[src/sv/fbc_pkg.sv]
// Shared types and constants for the force/torque bias calibration and EMA filter.
// Used by the interfaces, the controller, the datapath and the top level.
package fbc_pkg;

  localparam int ID_W       = 29;
  localparam int WORD_W     = 16;
  localparam int OUT_W      = 25;
  localparam int GAIN_W     = 16;
  localparam int CNT_W      = 10;
  localparam int KIND_W     = 2;
  localparam int CHAN_W     = 3;
  localparam int NUM_CHAN   = 6;
  localparam int CFG_IDX_W  = 2;
  localparam int CFG_DATA_W = 29;

  // result kinds
  localparam logic [KIND_W-1:0] KIND_FORCE   = 2'd0;
  localparam logic [KIND_W-1:0] KIND_TORQUE  = 2'd1;
  localparam logic [KIND_W-1:0] KIND_IGNORED = 2'd2;

  // register indexes
  localparam logic [CFG_IDX_W-1:0] REG_FORCE_ID  = 2'd0;
  localparam logic [CFG_IDX_W-1:0] REG_TORQUE_ID = 2'd1;
  localparam logic [CFG_IDX_W-1:0] REG_GAIN      = 2'd2;
  localparam logic [CFG_IDX_W-1:0] REG_CAL_COUNT = 2'd3;

  // register reset values
  localparam logic [ID_W-1:0]   RST_FORCE_ID  = 29'd0;
  localparam logic [ID_W-1:0]   RST_TORQUE_ID = 29'd1;
  localparam logic [GAIN_W-1:0] RST_GAIN      = 16'd3932;
  localparam logic [CNT_W-1:0]  RST_CAL_COUNT = 10'd100;

  // channel slots: force x/y/z then torque x/y/z
  localparam logic [CHAN_W-1:0] CHAN_FORCE_X  = 3'd0;
  localparam logic [CHAN_W-1:0] CHAN_FORCE_Z  = 3'd2;
  localparam logic [CHAN_W-1:0] CHAN_TORQUE_X = 3'd3;
  localparam logic [CHAN_W-1:0] CHAN_TORQUE_Z = 3'd5;

  typedef struct packed {
    logic              capture;
    logic              accum;
    logic              div_start;
    logic              set_ready;
    logic              ema_mul;
    logic              ema_upd;
    logic              load_out;
    logic [CHAN_W-1:0] chan;
  } cmd_t;

  typedef struct packed {
    logic cal_due;
    logic torque_grp;
    logic div_done;
    logic run_ok;
  } status_t;

endpackage

[src/sv/fbc_if.sv]
// Valid/ready channel interfaces for input frames and filter results.
// Depends on fbc_pkg for field widths.
interface fbc_in_if;
  logic                      valid;
  logic                      ready;
  logic [fbc_pkg::ID_W-1:0]  frame_id;
  logic [fbc_pkg::WORD_W-1:0] word_x;
  logic [fbc_pkg::WORD_W-1:0] word_y;
  logic [fbc_pkg::WORD_W-1:0] word_z;

  modport source (output valid, frame_id, word_x, word_y, word_z, input ready);
  modport sink (input valid, frame_id, word_x, word_y, word_z, output ready);
endinterface

interface fbc_out_if;
  logic                              valid;
  logic                              ready;
  logic [fbc_pkg::KIND_W-1:0]        frame_kind;
  logic                              filter_running;
  logic signed [fbc_pkg::OUT_W-1:0]  force_out_x;
  logic signed [fbc_pkg::OUT_W-1:0]  force_out_y;
  logic signed [fbc_pkg::OUT_W-1:0]  force_out_z;
  logic signed [fbc_pkg::OUT_W-1:0]  torque_out_x;
  logic signed [fbc_pkg::OUT_W-1:0]  torque_out_y;
  logic signed [fbc_pkg::OUT_W-1:0]  torque_out_z;

  modport source (output valid, frame_kind, filter_running, force_out_x, force_out_y,
                  force_out_z, torque_out_x, torque_out_y, torque_out_z, input ready);
  modport sink (input valid, frame_kind, filter_running, force_out_x, force_out_y,
                force_out_z, torque_out_x, torque_out_y, torque_out_z, output ready);
endinterface

[src/sv/fbc_div.sv]
// Restoring divider, one quotient bit per cycle, used to form the bias means.
// Standalone; no package dependencies.
module fbc_div #(
  parameter int DVD_W = 34,
  parameter int DVS_W = 10,
  parameter int QUO_W = 24
) (
  input  logic             clk,
  input  logic             rst,
  input  logic             start,
  input  logic [DVD_W-1:0] dividend,
  input  logic [DVS_W-1:0] divisor,
  output logic             done,
  output logic [QUO_W-1:0] quotient
);

  localparam int STEP_W = $clog2(DVD_W + 1);

  logic [DVD_W-1:0]  dvd;
  logic [DVS_W-1:0]  rem;
  logic [DVS_W-1:0]  dvs;
  logic [STEP_W-1:0] steps;
  logic              busy;
  logic [DVS_W:0]    rem_sh;
  logic              fits;

  assign rem_sh   = {rem, dvd[DVD_W-1]};
  assign fits     = rem_sh >= {1'b0, dvs};
  assign quotient = dvd[QUO_W-1:0];

  always_ff @(posedge clk) begin
    if (rst) begin
      busy  <= 1'b0;
      done  <= 1'b0;
      steps <= '0;
    end else begin
      done <= 1'b0;
      if (start) begin
        busy  <= 1'b1;
        steps <= STEP_W'(DVD_W);
        dvd   <= dividend;
        dvs   <= divisor;
        rem   <= '0;
      end else if (busy) begin
        // shift in the next dividend bit, subtract when it fits
        if (fits) begin
          rem <= DVS_W'(rem_sh - {1'b0, dvs});
        end else begin
          rem <= DVS_W'(rem_sh);
        end
        dvd   <= {dvd[DVD_W-2:0], fits};
        steps <= steps - STEP_W'(1);
        if (steps == STEP_W'(1)) begin
          busy <= 1'b0;
          done <= 1'b1;
        end
      end
    end
  end

endmodule

[src/sv/fbc_datapath.sv]
// Datapath: configuration registers, calibration sums, biases, EMA state and the
// result register. Depends on fbc_pkg and instantiates fbc_div.
module fbc_datapath #(
  parameter int FRAC_BITS       = 8,
  parameter int MAX_CAL_SAMPLES = 1023
) (
  input  logic                             clk,
  input  logic                             rst,
  input  logic                             cfg_wr_en,
  input  logic [fbc_pkg::CFG_IDX_W-1:0]    cfg_index,
  input  logic [fbc_pkg::CFG_DATA_W-1:0]   cfg_data,
  input  logic [fbc_pkg::ID_W-1:0]         frame_id,
  input  logic [fbc_pkg::WORD_W-1:0]       word_x,
  input  logic [fbc_pkg::WORD_W-1:0]       word_y,
  input  logic [fbc_pkg::WORD_W-1:0]       word_z,
  input  fbc_pkg::cmd_t                    cmd,
  output fbc_pkg::status_t                 st,
  output logic [fbc_pkg::KIND_W-1:0]       frame_kind,
  output logic                             filter_running,
  output logic signed [fbc_pkg::OUT_W-1:0] filt [fbc_pkg::NUM_CHAN]
);

  localparam int CNT_MAX = (1 << fbc_pkg::CNT_W) - 1;
  localparam int CAP     = (MAX_CAL_SAMPLES < CNT_MAX) ? MAX_CAL_SAMPLES : CNT_MAX;
  localparam int SEEN_W  = $clog2(CAP + 1);
  localparam int SUM_W   = fbc_pkg::WORD_W + SEEN_W;
  localparam int OFS_W   = fbc_pkg::WORD_W + FRAC_BITS;
  localparam int DVD_W   = SUM_W + FRAC_BITS;
  localparam int D_W     = OFS_W + 1;
  localparam int DS_W    = ((D_W > fbc_pkg::OUT_W) ? D_W : fbc_pkg::OUT_W) + 1;
  localparam int PROD_W  = DS_W + fbc_pkg::GAIN_W + 1;
  localparam int NEXT_W  = DS_W + 2;
  localparam int N_CH    = fbc_pkg::NUM_CHAN;
  localparam int SHIFT   = fbc_pkg::GAIN_W;

  localparam logic signed [PROD_W-1:0] RND    = PROD_W'(1) << (SHIFT - 1);
  localparam logic signed [NEXT_W-1:0] SAT_HI = NEXT_W'((1 << (fbc_pkg::OUT_W - 1)) - 1);
  localparam logic signed [NEXT_W-1:0] SAT_LO = -(NEXT_W'(1 << (fbc_pkg::OUT_W - 1)));

  // configuration
  logic [fbc_pkg::ID_W-1:0]   force_id;
  logic [fbc_pkg::ID_W-1:0]   torque_id;
  logic [fbc_pkg::GAIN_W-1:0] gain;
  logic [fbc_pkg::CNT_W-1:0]  cal_count;

  // captured item
  logic [fbc_pkg::KIND_W-1:0] kind;
  logic [fbc_pkg::WORD_W-1:0] word [3];

  // channel state
  logic [SUM_W-1:0]                 sum [N_CH];
  logic [OFS_W-1:0]                 offset [N_CH];
  logic signed [fbc_pkg::OUT_W-1:0] smooth [N_CH];
  logic [fbc_pkg::WORD_W-1:0]       last [N_CH];
  logic [SEEN_W-1:0]                force_seen;
  logic [SEEN_W-1:0]                torque_seen;
  logic                             force_ready;
  logic                             torque_ready;
  logic signed [PROD_W-1:0]         prod;

  logic [fbc_pkg::KIND_W-1:0] kind_next;
  logic [fbc_pkg::CNT_W-1:0]  target;
  logic                       is_torque;
  logic                       grp_ready;
  logic [SEEN_W-1:0]          grp_seen;
  logic [SEEN_W-1:0]          div_seen;
  logic [DVD_W-1:0]           dividend;
  logic                       div_done;
  logic [OFS_W-1:0]           div_quo;
  logic signed [D_W-1:0]      d_val;
  logic signed [DS_W-1:0]     diff;
  logic signed [PROD_W-1:0]   prod_next;
  logic signed [PROD_W-1:0]   rnd;
  logic signed [PROD_W-1:0]   step;
  logic signed [NEXT_W-1:0]   upd;
  logic signed [fbc_pkg::OUT_W-1:0] upd_sat;

  always_comb begin
    if (frame_id == force_id) begin
      kind_next = fbc_pkg::KIND_FORCE;
    end else if (frame_id == torque_id) begin
      kind_next = fbc_pkg::KIND_TORQUE;
    end else begin
      kind_next = fbc_pkg::KIND_IGNORED;
    end
  end

  // zero counts as one sample, large counts clamp at the cap
  always_comb begin
    if (cal_count == '0) begin
      target = fbc_pkg::CNT_W'(1);
    end else if (cal_count > fbc_pkg::CNT_W'(CAP)) begin
      target = fbc_pkg::CNT_W'(CAP);
    end else begin
      target = cal_count;
    end
  end

  assign is_torque = (kind == fbc_pkg::KIND_TORQUE);
  assign grp_ready = is_torque ? torque_ready : force_ready;
  assign grp_seen  = is_torque ? torque_seen : force_seen;

  assign st.cal_due    = (kind != fbc_pkg::KIND_IGNORED) && !grp_ready &&
                         ((fbc_pkg::CNT_W + 1)'(grp_seen) + (fbc_pkg::CNT_W + 1)'(1) >=
                          (fbc_pkg::CNT_W + 1)'(target));
  assign st.torque_grp = is_torque;
  assign st.div_done   = div_done;
  assign st.run_ok     = (kind != fbc_pkg::KIND_IGNORED) && force_ready && torque_ready;

  // rounded mean: (sum << FRAC_BITS + seen/2) / seen
  assign div_seen = (cmd.chan >= fbc_pkg::CHAN_TORQUE_X) ? torque_seen : force_seen;
  assign dividend = (DVD_W'(sum[cmd.chan]) << FRAC_BITS) + DVD_W'(div_seen >> 1);

  fbc_div #(
    .DVD_W(DVD_W),
    .DVS_W(SEEN_W),
    .QUO_W(OFS_W)
  ) u_div (
    .clk      (clk),
    .rst      (rst),
    .start    (cmd.div_start),
    .dividend (dividend),
    .divisor  (div_seen),
    .done     (div_done),
    .quotient (div_quo)
  );

  // EMA: s += floor((gain * (d - s) + 2^15) / 2^16), then saturate
  assign d_val     = $signed({1'b0, OFS_W'(last[cmd.chan]) << FRAC_BITS}) -
                     $signed({1'b0, offset[cmd.chan]});
  assign diff      = DS_W'(d_val) - DS_W'(smooth[cmd.chan]);
  assign prod_next = PROD_W'(diff) * PROD_W'($signed({1'b0, gain}));
  assign rnd       = prod + RND;
  assign step      = rnd >>> SHIFT;
  assign upd       = NEXT_W'(step) + NEXT_W'(smooth[cmd.chan]);

  always_comb begin
    if (upd > SAT_HI) begin
      upd_sat = fbc_pkg::OUT_W'(SAT_HI);
    end else if (upd < SAT_LO) begin
      upd_sat = fbc_pkg::OUT_W'(SAT_LO);
    end else begin
      upd_sat = fbc_pkg::OUT_W'(upd);
    end
  end

  always_ff @(posedge clk) begin
    if (rst) begin
      force_id     <= fbc_pkg::RST_FORCE_ID;
      torque_id    <= fbc_pkg::RST_TORQUE_ID;
      gain         <= fbc_pkg::RST_GAIN;
      cal_count    <= fbc_pkg::RST_CAL_COUNT;
      kind         <= fbc_pkg::KIND_IGNORED;
      force_seen   <= '0;
      torque_seen  <= '0;
      force_ready  <= 1'b0;
      torque_ready <= 1'b0;
      for (int i = 0; i < N_CH; i++) begin
        sum[i]    <= '0;
        offset[i] <= '0;
        smooth[i] <= '0;
        last[i]   <= '0;
      end
    end else begin
      if (cfg_wr_en) begin
        case (cfg_index)
          fbc_pkg::REG_FORCE_ID:  force_id  <= cfg_data[fbc_pkg::ID_W-1:0];
          fbc_pkg::REG_TORQUE_ID: torque_id <= cfg_data[fbc_pkg::ID_W-1:0];
          fbc_pkg::REG_GAIN:      gain      <= cfg_data[fbc_pkg::GAIN_W-1:0];
          fbc_pkg::REG_CAL_COUNT: cal_count <= cfg_data[fbc_pkg::CNT_W-1:0];
          default: ;
        endcase
      end

      if (cmd.capture) begin
        kind    <= kind_next;
        word[0] <= word_x;
        word[1] <= word_y;
        word[2] <= word_z;
      end

      if (cmd.accum) begin
        for (int i = 0; i < 3; i++) begin
          if (kind == fbc_pkg::KIND_FORCE) begin
            last[i] <= word[i];
            if (!force_ready) begin
              sum[i] <= sum[i] + SUM_W'(word[i]);
            end
          end else if (kind == fbc_pkg::KIND_TORQUE) begin
            last[i + 3] <= word[i];
            if (!torque_ready) begin
              sum[i + 3] <= sum[i + 3] + SUM_W'(word[i]);
            end
          end
        end
        if (kind == fbc_pkg::KIND_FORCE && !force_ready) begin
          force_seen <= force_seen + SEEN_W'(1);
        end
        if (kind == fbc_pkg::KIND_TORQUE && !torque_ready) begin
          torque_seen <= torque_seen + SEEN_W'(1);
        end
      end

      if (div_done) begin
        offset[cmd.chan] <= div_quo;
      end

      if (cmd.set_ready) begin
        if (is_torque) begin
          torque_ready <= 1'b1;
        end else begin
          force_ready <= 1'b1;
        end
      end

      if (cmd.ema_upd) begin
        smooth[cmd.chan] <= upd_sat;
      end
    end
  end

  // product and result registers carry no reset
  always_ff @(posedge clk) begin
    if (cmd.ema_mul) begin
      prod <= prod_next;
    end
    if (cmd.load_out) begin
      frame_kind     <= kind;
      filter_running <= st.run_ok;
      for (int i = 0; i < N_CH; i++) begin
        filt[i] <= smooth[i];
      end
    end
  end

endmodule

[src/sv/fbc_ctrl.sv]
// Controller: sequences capture, accumulation, bias division and the six EMA
// updates of one item, and owns the result valid. Depends on fbc_pkg.
module fbc_ctrl (
  input  logic             clk,
  input  logic             rst,
  input  logic             in_valid,
  output logic             in_ready,
  output logic             out_valid,
  input  logic             out_ready,
  input  fbc_pkg::status_t st,
  output fbc_pkg::cmd_t    cmd
);

  typedef enum logic [3:0] {
    S_IDLE,
    S_ACC,
    S_DIV,
    S_DIV_WAIT,
    S_SETRDY,
    S_CHECK,
    S_MUL,
    S_UPD,
    S_OUT
  } state_t;

  state_t                     state;
  logic [fbc_pkg::CHAN_W-1:0] chan;
  logic                       out_free;

  assign out_free = !out_valid || out_ready;
  assign in_ready = (state == S_IDLE);

  always_comb begin
    cmd           = '0;
    cmd.chan      = chan;
    cmd.capture   = (state == S_IDLE) && in_valid;
    cmd.accum     = (state == S_ACC);
    cmd.div_start = (state == S_DIV);
    cmd.set_ready = (state == S_SETRDY);
    cmd.ema_mul   = (state == S_MUL);
    cmd.ema_upd   = (state == S_UPD);
    cmd.load_out  = (state == S_OUT) && out_free;
  end

  always_ff @(posedge clk) begin
    if (rst) begin
      state     <= S_IDLE;
      chan      <= fbc_pkg::CHAN_FORCE_X;
      out_valid <= 1'b0;
    end else begin
      if (cmd.load_out) begin
        out_valid <= 1'b1;
      end else if (out_ready) begin
        out_valid <= 1'b0;
      end

      case (state)
        S_IDLE: begin
          if (in_valid) begin
            state <= S_ACC;
          end
        end
        S_ACC: begin
          if (st.cal_due) begin
            chan  <= st.torque_grp ? fbc_pkg::CHAN_TORQUE_X : fbc_pkg::CHAN_FORCE_X;
            state <= S_DIV;
          end else begin
            state <= S_CHECK;
          end
        end
        S_DIV: begin
          state <= S_DIV_WAIT;
        end
        S_DIV_WAIT: begin
          if (st.div_done) begin
            if (chan == fbc_pkg::CHAN_FORCE_Z || chan == fbc_pkg::CHAN_TORQUE_Z) begin
              state <= S_SETRDY;
            end else begin
              chan  <= chan + fbc_pkg::CHAN_W'(1);
              state <= S_DIV;
            end
          end
        end
        S_SETRDY: begin
          state <= S_CHECK;
        end
        S_CHECK: begin
          chan <= fbc_pkg::CHAN_FORCE_X;
          if (st.run_ok) begin
            state <= S_MUL;
          end else begin
            state <= S_OUT;
          end
        end
        S_MUL: begin
          state <= S_UPD;
        end
        S_UPD: begin
          if (chan == fbc_pkg::CHAN_TORQUE_Z) begin
            state <= S_OUT;
          end else begin
            chan  <= chan + fbc_pkg::CHAN_W'(1);
            state <= S_MUL;
          end
        end
        S_OUT: begin
          // hold until the result register is free
          if (out_free) begin
            state <= S_IDLE;
          end
        end
        default: begin
          state <= S_IDLE;
        end
      endcase
    end
  end

endmodule

[src/sv/ft_bias_calibrate_ema_filter.sv]
// Six-channel force/torque bias calibration and EMA filter. CAN frames that are
// ignored or taken while still calibrating skip the EMA updates; once the filter
// runs, one shared multiplier updates the six channels in turn. The frame that
// completes a triple's calibration adds three restoring divisions of one quotient
// bit per cycle and a final step to mark the triple calibrated. A new frame is
// taken while the previous result still waits on the output register. Filter
// outputs are counts with FRAC_BITS fraction bits, saturated to 25 bits signed;
// scaling is left to software.
module ft_bias_calibrate_ema_filter #(
  parameter int FRAC_BITS       = 8,
  parameter int MAX_CAL_SAMPLES = 1023
) (
  input  logic                           clk,
  input  logic                           rst,
  input  logic                           cfg_wr_en,
  input  logic [fbc_pkg::CFG_IDX_W-1:0]  cfg_index,
  input  logic [fbc_pkg::CFG_DATA_W-1:0] cfg_data,
  fbc_in_if.sink                         frames,
  fbc_out_if.source                      results
);

  fbc_pkg::cmd_t    cmd;
  fbc_pkg::status_t st;
  logic signed [fbc_pkg::OUT_W-1:0] filt [fbc_pkg::NUM_CHAN];

  fbc_ctrl u_ctrl (
    .clk       (clk),
    .rst       (rst),
    .in_valid  (frames.valid),
    .in_ready  (frames.ready),
    .out_valid (results.valid),
    .out_ready (results.ready),
    .st        (st),
    .cmd       (cmd)
  );

  fbc_datapath #(
    .FRAC_BITS      (FRAC_BITS),
    .MAX_CAL_SAMPLES(MAX_CAL_SAMPLES)
  ) u_datapath (
    .clk            (clk),
    .rst            (rst),
    .cfg_wr_en      (cfg_wr_en),
    .cfg_index      (cfg_index),
    .cfg_data       (cfg_data),
    .frame_id       (frames.frame_id),
    .word_x         (frames.word_x),
    .word_y         (frames.word_y),
    .word_z         (frames.word_z),
    .cmd            (cmd),
    .st             (st),
    .frame_kind     (results.frame_kind),
    .filter_running (results.filter_running),
    .filt           (filt)
  );

  assign results.force_out_x  = filt[0];
  assign results.force_out_y  = filt[1];
  assign results.force_out_z  = filt[2];
  assign results.torque_out_x = filt[3];
  assign results.torque_out_y = filt[4];
  assign results.torque_out_z = filt[5];

  a_run_kind: assert property (@(posedge clk) disable iff (rst)
    results.valid && results.filter_running |->
      results.frame_kind != fbc_pkg::KIND_IGNORED)
    else $error("filter ran on an ignored frame");

  a_one_item: assert property (@(posedge clk) disable iff (rst)
    frames.valid && frames.ready |=> !frames.ready)
    else $error("second item taken while one is in work");

  a_div_busy: assert property (@(posedge clk) disable iff (rst)
    st.div_done |-> !frames.ready && !cmd.load_out)
    else $error("division finished outside calibration");

  a_reset_quiet: assert property (@(posedge clk)
    rst |=> !results.valid)
    else $error("result valid right after reset");

endmodule

[src/flat_wrapper.sv]
// flat-port wrapper written by rule: the top's interface ports become plain ports
module ft_bias_calibrate_ema_filter_flat 
#(
  parameter int FRAC_BITS       = 8,
  parameter int MAX_CAL_SAMPLES = 1023
)
  (clk, rst, cfg_wr_en, cfg_index, cfg_data, frames_valid, frames_frame_id, frames_word_x, frames_word_y, frames_word_z, frames_ready, results_valid, results_frame_kind, results_filter_running, results_force_out_x, results_force_out_y, results_force_out_z, results_torque_out_x, results_torque_out_y, results_torque_out_z, results_ready);
  fbc_in_if frames_i ();
  fbc_out_if results_i ();
  input  logic clk;
  input  logic rst;
  input  logic cfg_wr_en;
  input  logic [fbc_pkg::CFG_IDX_W-1:0] cfg_index;
  input  logic [fbc_pkg::CFG_DATA_W-1:0] cfg_data;
  input wire logic [$bits(frames_i.valid)-1:0] frames_valid;
  input wire logic [$bits(frames_i.frame_id)-1:0] frames_frame_id;
  input wire logic [$bits(frames_i.word_x)-1:0] frames_word_x;
  input wire logic [$bits(frames_i.word_y)-1:0] frames_word_y;
  input wire logic [$bits(frames_i.word_z)-1:0] frames_word_z;
  output wire logic [$bits(frames_i.ready)-1:0] frames_ready;
  output wire logic [$bits(results_i.valid)-1:0] results_valid;
  output wire logic [$bits(results_i.frame_kind)-1:0] results_frame_kind;
  output wire logic [$bits(results_i.filter_running)-1:0] results_filter_running;
  output wire logic [$bits(results_i.force_out_x)-1:0] results_force_out_x;
  output wire logic [$bits(results_i.force_out_y)-1:0] results_force_out_y;
  output wire logic [$bits(results_i.force_out_z)-1:0] results_force_out_z;
  output wire logic [$bits(results_i.torque_out_x)-1:0] results_torque_out_x;
  output wire logic [$bits(results_i.torque_out_y)-1:0] results_torque_out_y;
  output wire logic [$bits(results_i.torque_out_z)-1:0] results_torque_out_z;
  input wire logic [$bits(results_i.ready)-1:0] results_ready;
  assign frames_i.valid = frames_valid;
  assign frames_i.frame_id = frames_frame_id;
  assign frames_i.word_x = frames_word_x;
  assign frames_i.word_y = frames_word_y;
  assign frames_i.word_z = frames_word_z;
  assign frames_ready = frames_i.ready;
  assign results_valid = results_i.valid;
  assign results_frame_kind = results_i.frame_kind;
  assign results_filter_running = results_i.filter_running;
  assign results_force_out_x = results_i.force_out_x;
  assign results_force_out_y = results_i.force_out_y;
  assign results_force_out_z = results_i.force_out_z;
  assign results_torque_out_x = results_i.torque_out_x;
  assign results_torque_out_y = results_i.torque_out_y;
  assign results_torque_out_z = results_i.torque_out_z;
  assign results_i.ready = results_ready;
  ft_bias_calibrate_ema_filter #(.FRAC_BITS(FRAC_BITS), .MAX_CAL_SAMPLES(MAX_CAL_SAMPLES)) u_core (.clk(clk), .rst(rst), .cfg_wr_en(cfg_wr_en), .cfg_index(cfg_index), .cfg_data(cfg_data), .frames(frames_i), .results(results_i));
endmodule
[config.mk]
export PLATFORM = sky130hd
export DESIGN_NAME = ft_bias_calibrate_ema_filter_flat
export DESIGN_NICKNAME = d
export VERILOG_FILES = /design/src/sv/fbc_pkg.sv /design/src/sv/fbc_if.sv /design/src/sv/fbc_div.sv /design/src/sv/fbc_datapath.sv /design/src/sv/fbc_ctrl.sv /design/src/sv/ft_bias_calibrate_ema_filter.sv /design/src/flat_wrapper.sv
export SDC_FILE = /design/constraint.sdc
export NUM_CORES = 2
export LEC_CHECK = 0
export BUFFER_PORTS_ARGS = -buffer_cell sky130_fd_sc_hd__buf_2
export CAP_MARGIN = 10
export CORE_MARGIN = 4
export CORE_UTILIZATION = 53
export DETAILED_ROUTE_END_ITERATION = 10
export PLACE_DENSITY_LB_ADDON = 0.1
export SYNTH_ARGS = -nofsm -noshare
export SYNTH_HDL_FRONTEND = slang
export SYNTH_SLANG_ARGS = --single-unit
[constraint.sdc]
create_clock -name clk -period 16 [get_ports clk]
set_input_delay 0 -clock clk [delete_from_list [all_inputs] [get_ports clk]]
set_output_delay 0 -clock clk [all_outputs]
set_load 0.01 [all_outputs]
==> implementation parameters <==
Parameter                              Value

Status
  Result of the run ... completed

Clock network
  Clk Tree Root Cell ... clkbuf_16
  Clock tree from TritonCTS ... yes
  CTS H-tree lvls ... 3
  Clock buffer depth ... 3
  Worst skew pair latency ... approximately 730 ps
  Clock transition at path regs ... approximately 60 ps
  Number of clock sinks seen by CTS ... around 1100
  Number of CTS-inserted buffers ... between 100 and 150
  Post-cts resize count ... 0

GRT
  First-pass GRT wire length ... 276500 microns
  Antenna violations before repair ... 3
  Maximum number of pins on one net before global-route repair ... approximately 120
  Vias in the first global route ... 46728
  Global-route congestion overflow total ... 0
  Total Routing Usage GR ... 27.13%

STA
  Post-layout minimum cycle time ... around 12000 ps
  Period utilization ... between 70% and 80%
  Final setup violation count ... 0
  RSZ-0062 raised after global routing ... false
  Hold violation total from the final report ... 0
  Max-slew violation total from the final report ... 0
  Slew at the pin with the worst max-slew slack ... about 1100 ps
  Post-route clock skew ... between 30 and 40 ps
  Worst max-slew margin expressed relative to the limit ... around 26%
  Setup TNS ... 0 ps
  Fmax ... ~81 MHz

Setup path
  Data required time of the critical path ... approximately 16000 ps
  Biggest cell delay along the critical path ... 790 ps
  Worst-case reg-to-reg path depth ... 41
  Worst R2R Setup Slack ... between 3000 and 4000 ps
  Crit path top cell by count ... fa_1
  Worst path slowest cell ... dfxtp_4
  Worst EP arrival ... approximately 13000 ps
  Category of the worst setup path launch point ... register
  R2R Path End ... u_core.u_datapath.prod[36]
  End point of the critical path ... u_core.u_datapath.prod[36]
  Crit-path max FO ... 93
  Crit end category ... register
  Type of the worst setup path ... reg -> reg

Yosys
  Post-synthesis cell type with the largest combined area ... edfxtp_1
  Net count of the mapped netlist ... approximately 6800
  Netlist area before placement ... between 60000 and 70000 sq um
  Adder-cell area share of the yosys netlist ... between 10% and 20%
  Share of the synthesized area in the top cell type ... approximately two fifths
  Cells after synthesis ... 5991
  Number of library cell types mapped by synthesis ... 89
  Mean Syn Cell Area ... ~11 sq um
  Share of synthesized cell area in and, or, nand and nor gates ... 13.48%
  Flip-flop cell with the highest count after synthesis ... edfxtp_1
  Proportion of synthesized flip-flops having asynchronous set or reset ... 0%
  Number of enable-type register cells in the synthesized netlist ... slightly above 900
  Count of state elements after synthesis ... roughly 1100
  Area fraction in compound gates after synthesis ... 7.329%
  Synth warn ... 0
  Largest family of logic cells by synthesized area ... adder cells
  Area share of xor/xnor cells in the synthesized design ... around 4.5%
  Proportion of synthesized area in mux cells ... roughly 6.6%
  Leading cell types by total area after synthesis ... edfxtp_1 41%, fa_1 12%, ha_1 5.6%
  Share of synthesized area occupied by flip-flops and latches ... 45.14%

Floorplan
  Die boundary height ... ~360 microns
  Initial Util ... a little over half
  Number of standard-cell rows in the floorplan ... 130
  Number of ports placed on the die boundary ... 268
  Core region area ... about 130000 sq um
  Die boundary width ... about 360 microns
  Die area ... 132700 sq um

Routing
  Overall routed net length ... approximately 180000 microns
  Number of DRC markers after the initial detailed-route iteration ... between 3000 and 4000
  DR WL/cell ... 22.06 microns
  Number of antenna-violating nets in the routed design ... 0
  Vias after detailed routing ... 46162
  Post-detailed-route DRC marker count ... 0
  Avg Vias per Cell ... approximately 5.7
  Drt first pass iters ... 6

Place
  Placed insts ... between 7000 and 8000
  Count of port buffers added during placement ... around 270
  Last weighted congestion value of the routability-driven placer ... 0.9026
  Placed wire-length estimate after detailed placement ... roughly 130000 microns

Cells and area
  Proportion of layout cells with a drive suffix above 1 ... between 10% and 20%
  Fillers ... between 10000 and 15000
  Relative area change from synthesis to final layout ... 12.20%
  Non-Filler Instances ... 8093
  Total Nets Final ... roughly 7200

Flow run
  Max capacitance violation total ... 0

Hold path
  Classification of the worst-slack hold path ... in -> reg
[cells in the mapped netlist, drive strengths merged, types with 39 or more instances]
library cell / instances
a21o: 81
a21oi: 343
and2: 258
and3: 46
buf: 74
clkbuf: 177
dfxtp: 127
edfxtp: 927
fa: 406
ha: 300
inv: 638
mux2i: 112
mux4: 139
nand2: 696
nand2b: 52
nand3: 76
nor2: 473
nor2b: 69
nor3: 91
o21ai: 165
or3: 39
xnor2: 196
xor2: 153
[registers in the layout, summed over array words and instances, names as in the netlist, 28 cells and up, named ones only]
| name | count |
|---|---|
| u_core.u_datapath.word | 48 |
| u_core.u_datapath.sum | 156 |
| u_core.u_datapath.last | 96 |
| u_core.u_datapath.torque_id | 29 |
| u_core.u_datapath.u_div.dvd | 34 |
| u_core.u_datapath.smooth | 200 |
| u_core.u_datapath.prod | 28 |
| u_core.u_datapath.force_id | 29 |
| u_core.u_datapath.offset | 192 |
[routing by layer]
layer | vias to the layer above | GRT usage (%) | routed length, microns
met4 | 0 | 8.896 | 6276
met1 | 23118 | 36.52 | 75410
met5 | - | 0 | 0
met3 | 310 | 3.187 | 9735
met2 | 1456 | 46.22 | 87150
li1 | 21278 | - | -
[how the worst min path moves through the flow]
stage | start | to | slack, ps | cells after the start
after floorplan | frames_word_x[0] | u_core.u_datapath.word[0][0] | 100 | 0
after global placement | frames_word_z[8] | u_core.u_datapath.word[0][40] | 180 | 1
after detailed placement | frames_word_x[7] | u_core.u_datapath.word[0][7] | 180 | 1
after CTS | cfg_data[24] | u_core.u_datapath.torque_id[24] | 9 | 4
after global routing | frames_word_z[0] | u_core.u_datapath.word[0][32] | 50 | 2
final | frames_word_z[0] | u_core.u_datapath.word[0][32] | 70 | 2
[cell families (layout without fill, tap and decap cells)]
| logic type | after synthesis | in the layout |
|---|---|---|
| xor gates and xnor gates | 349 | 349 |
| muxes | 268 | 268 |
| AOI/OAI and AO/OA | 793 | 793 |
| buffers and inverters | 889 | 1339 |
| and+or+nand+nor | 1926 | 1926 |
| DFF | 1054 | 1054 |
| other | 0 | 2 |
| adders and majority gates | 712 | 712 |
[repair_timing]
action                    in CTS  in global routing
hold endpoints to repair     156                  0
hold buffers                 143                  0
buffers inserted               0                  0
[critical path, delay by kind of cell, from the launching register on]
kind | cells | cell delay [ps]
XOR/XNOR | 3 | 380
AND/OR/NAND/NOR | 6 | 660
adder cells (fa/ha/maj) | 9 | 4000
AO/OA/AOI/OAI | 15 | 3610
multiplexers | 2 | 800
buffers and inverters | 6 | 1620
flip-flops | 1 | 790
[area by class of cell]
cell class,instances,area [sq um],share of cell area [%]
Antenna cell,2,5.005,0.006629
Clock buffer,128,2914,3.860
Sequential cell,1054,30390,40.25
Multi-Input combinational cell,4048,33530,44.41
Tap cell,1650,2064,2.734
Clock inverter,74,725.7,0.9612
Inverter,638,2397,3.175
Timing Repair Buffer,499,3476,4.604
[layout by cell type (no fill, tap or decap), drive strengths merged, types with 69 or more instances in the layout]
cell type    synthesis  layout
dfxtp              127     127
mux4               139     139
inv                638     641
a21o                81      81
o21ai              165     165
fa                 406     406
edfxtp             927     927
nand3               76      76
a21oi              343     343
nor2               473     473
and2               258     258
buf                 74     356
dlygate4sd3          0     143
xnor2              196     196
nor3                91      91
mux2i              112     112
nor2b               69      69
ha                 300     300
clkbuf             177     128
xor2               153     153
nand2              696     696
[metrics by stage]
step | utilization (%) | setup slack, ps | hold slack, ps | cell area (sq um)
floorplan | - | 4414 | 98.87 | 67290
global placement | 55.94 | 3646 | 176.1 | 70430
detailed placement | 55.94 | 3588 | 178.1 | 70430
CTS | 59.97 | 3556 | 9.049 | 75500
global route | 59.97 | 2717 | 50.16 | 75500
finish | 59.97 | 3725 | 73.01 | 75500
Power is not shown: default switching activity piles up to over one toggle a cycle in this logic, so the estimate is an artifact.
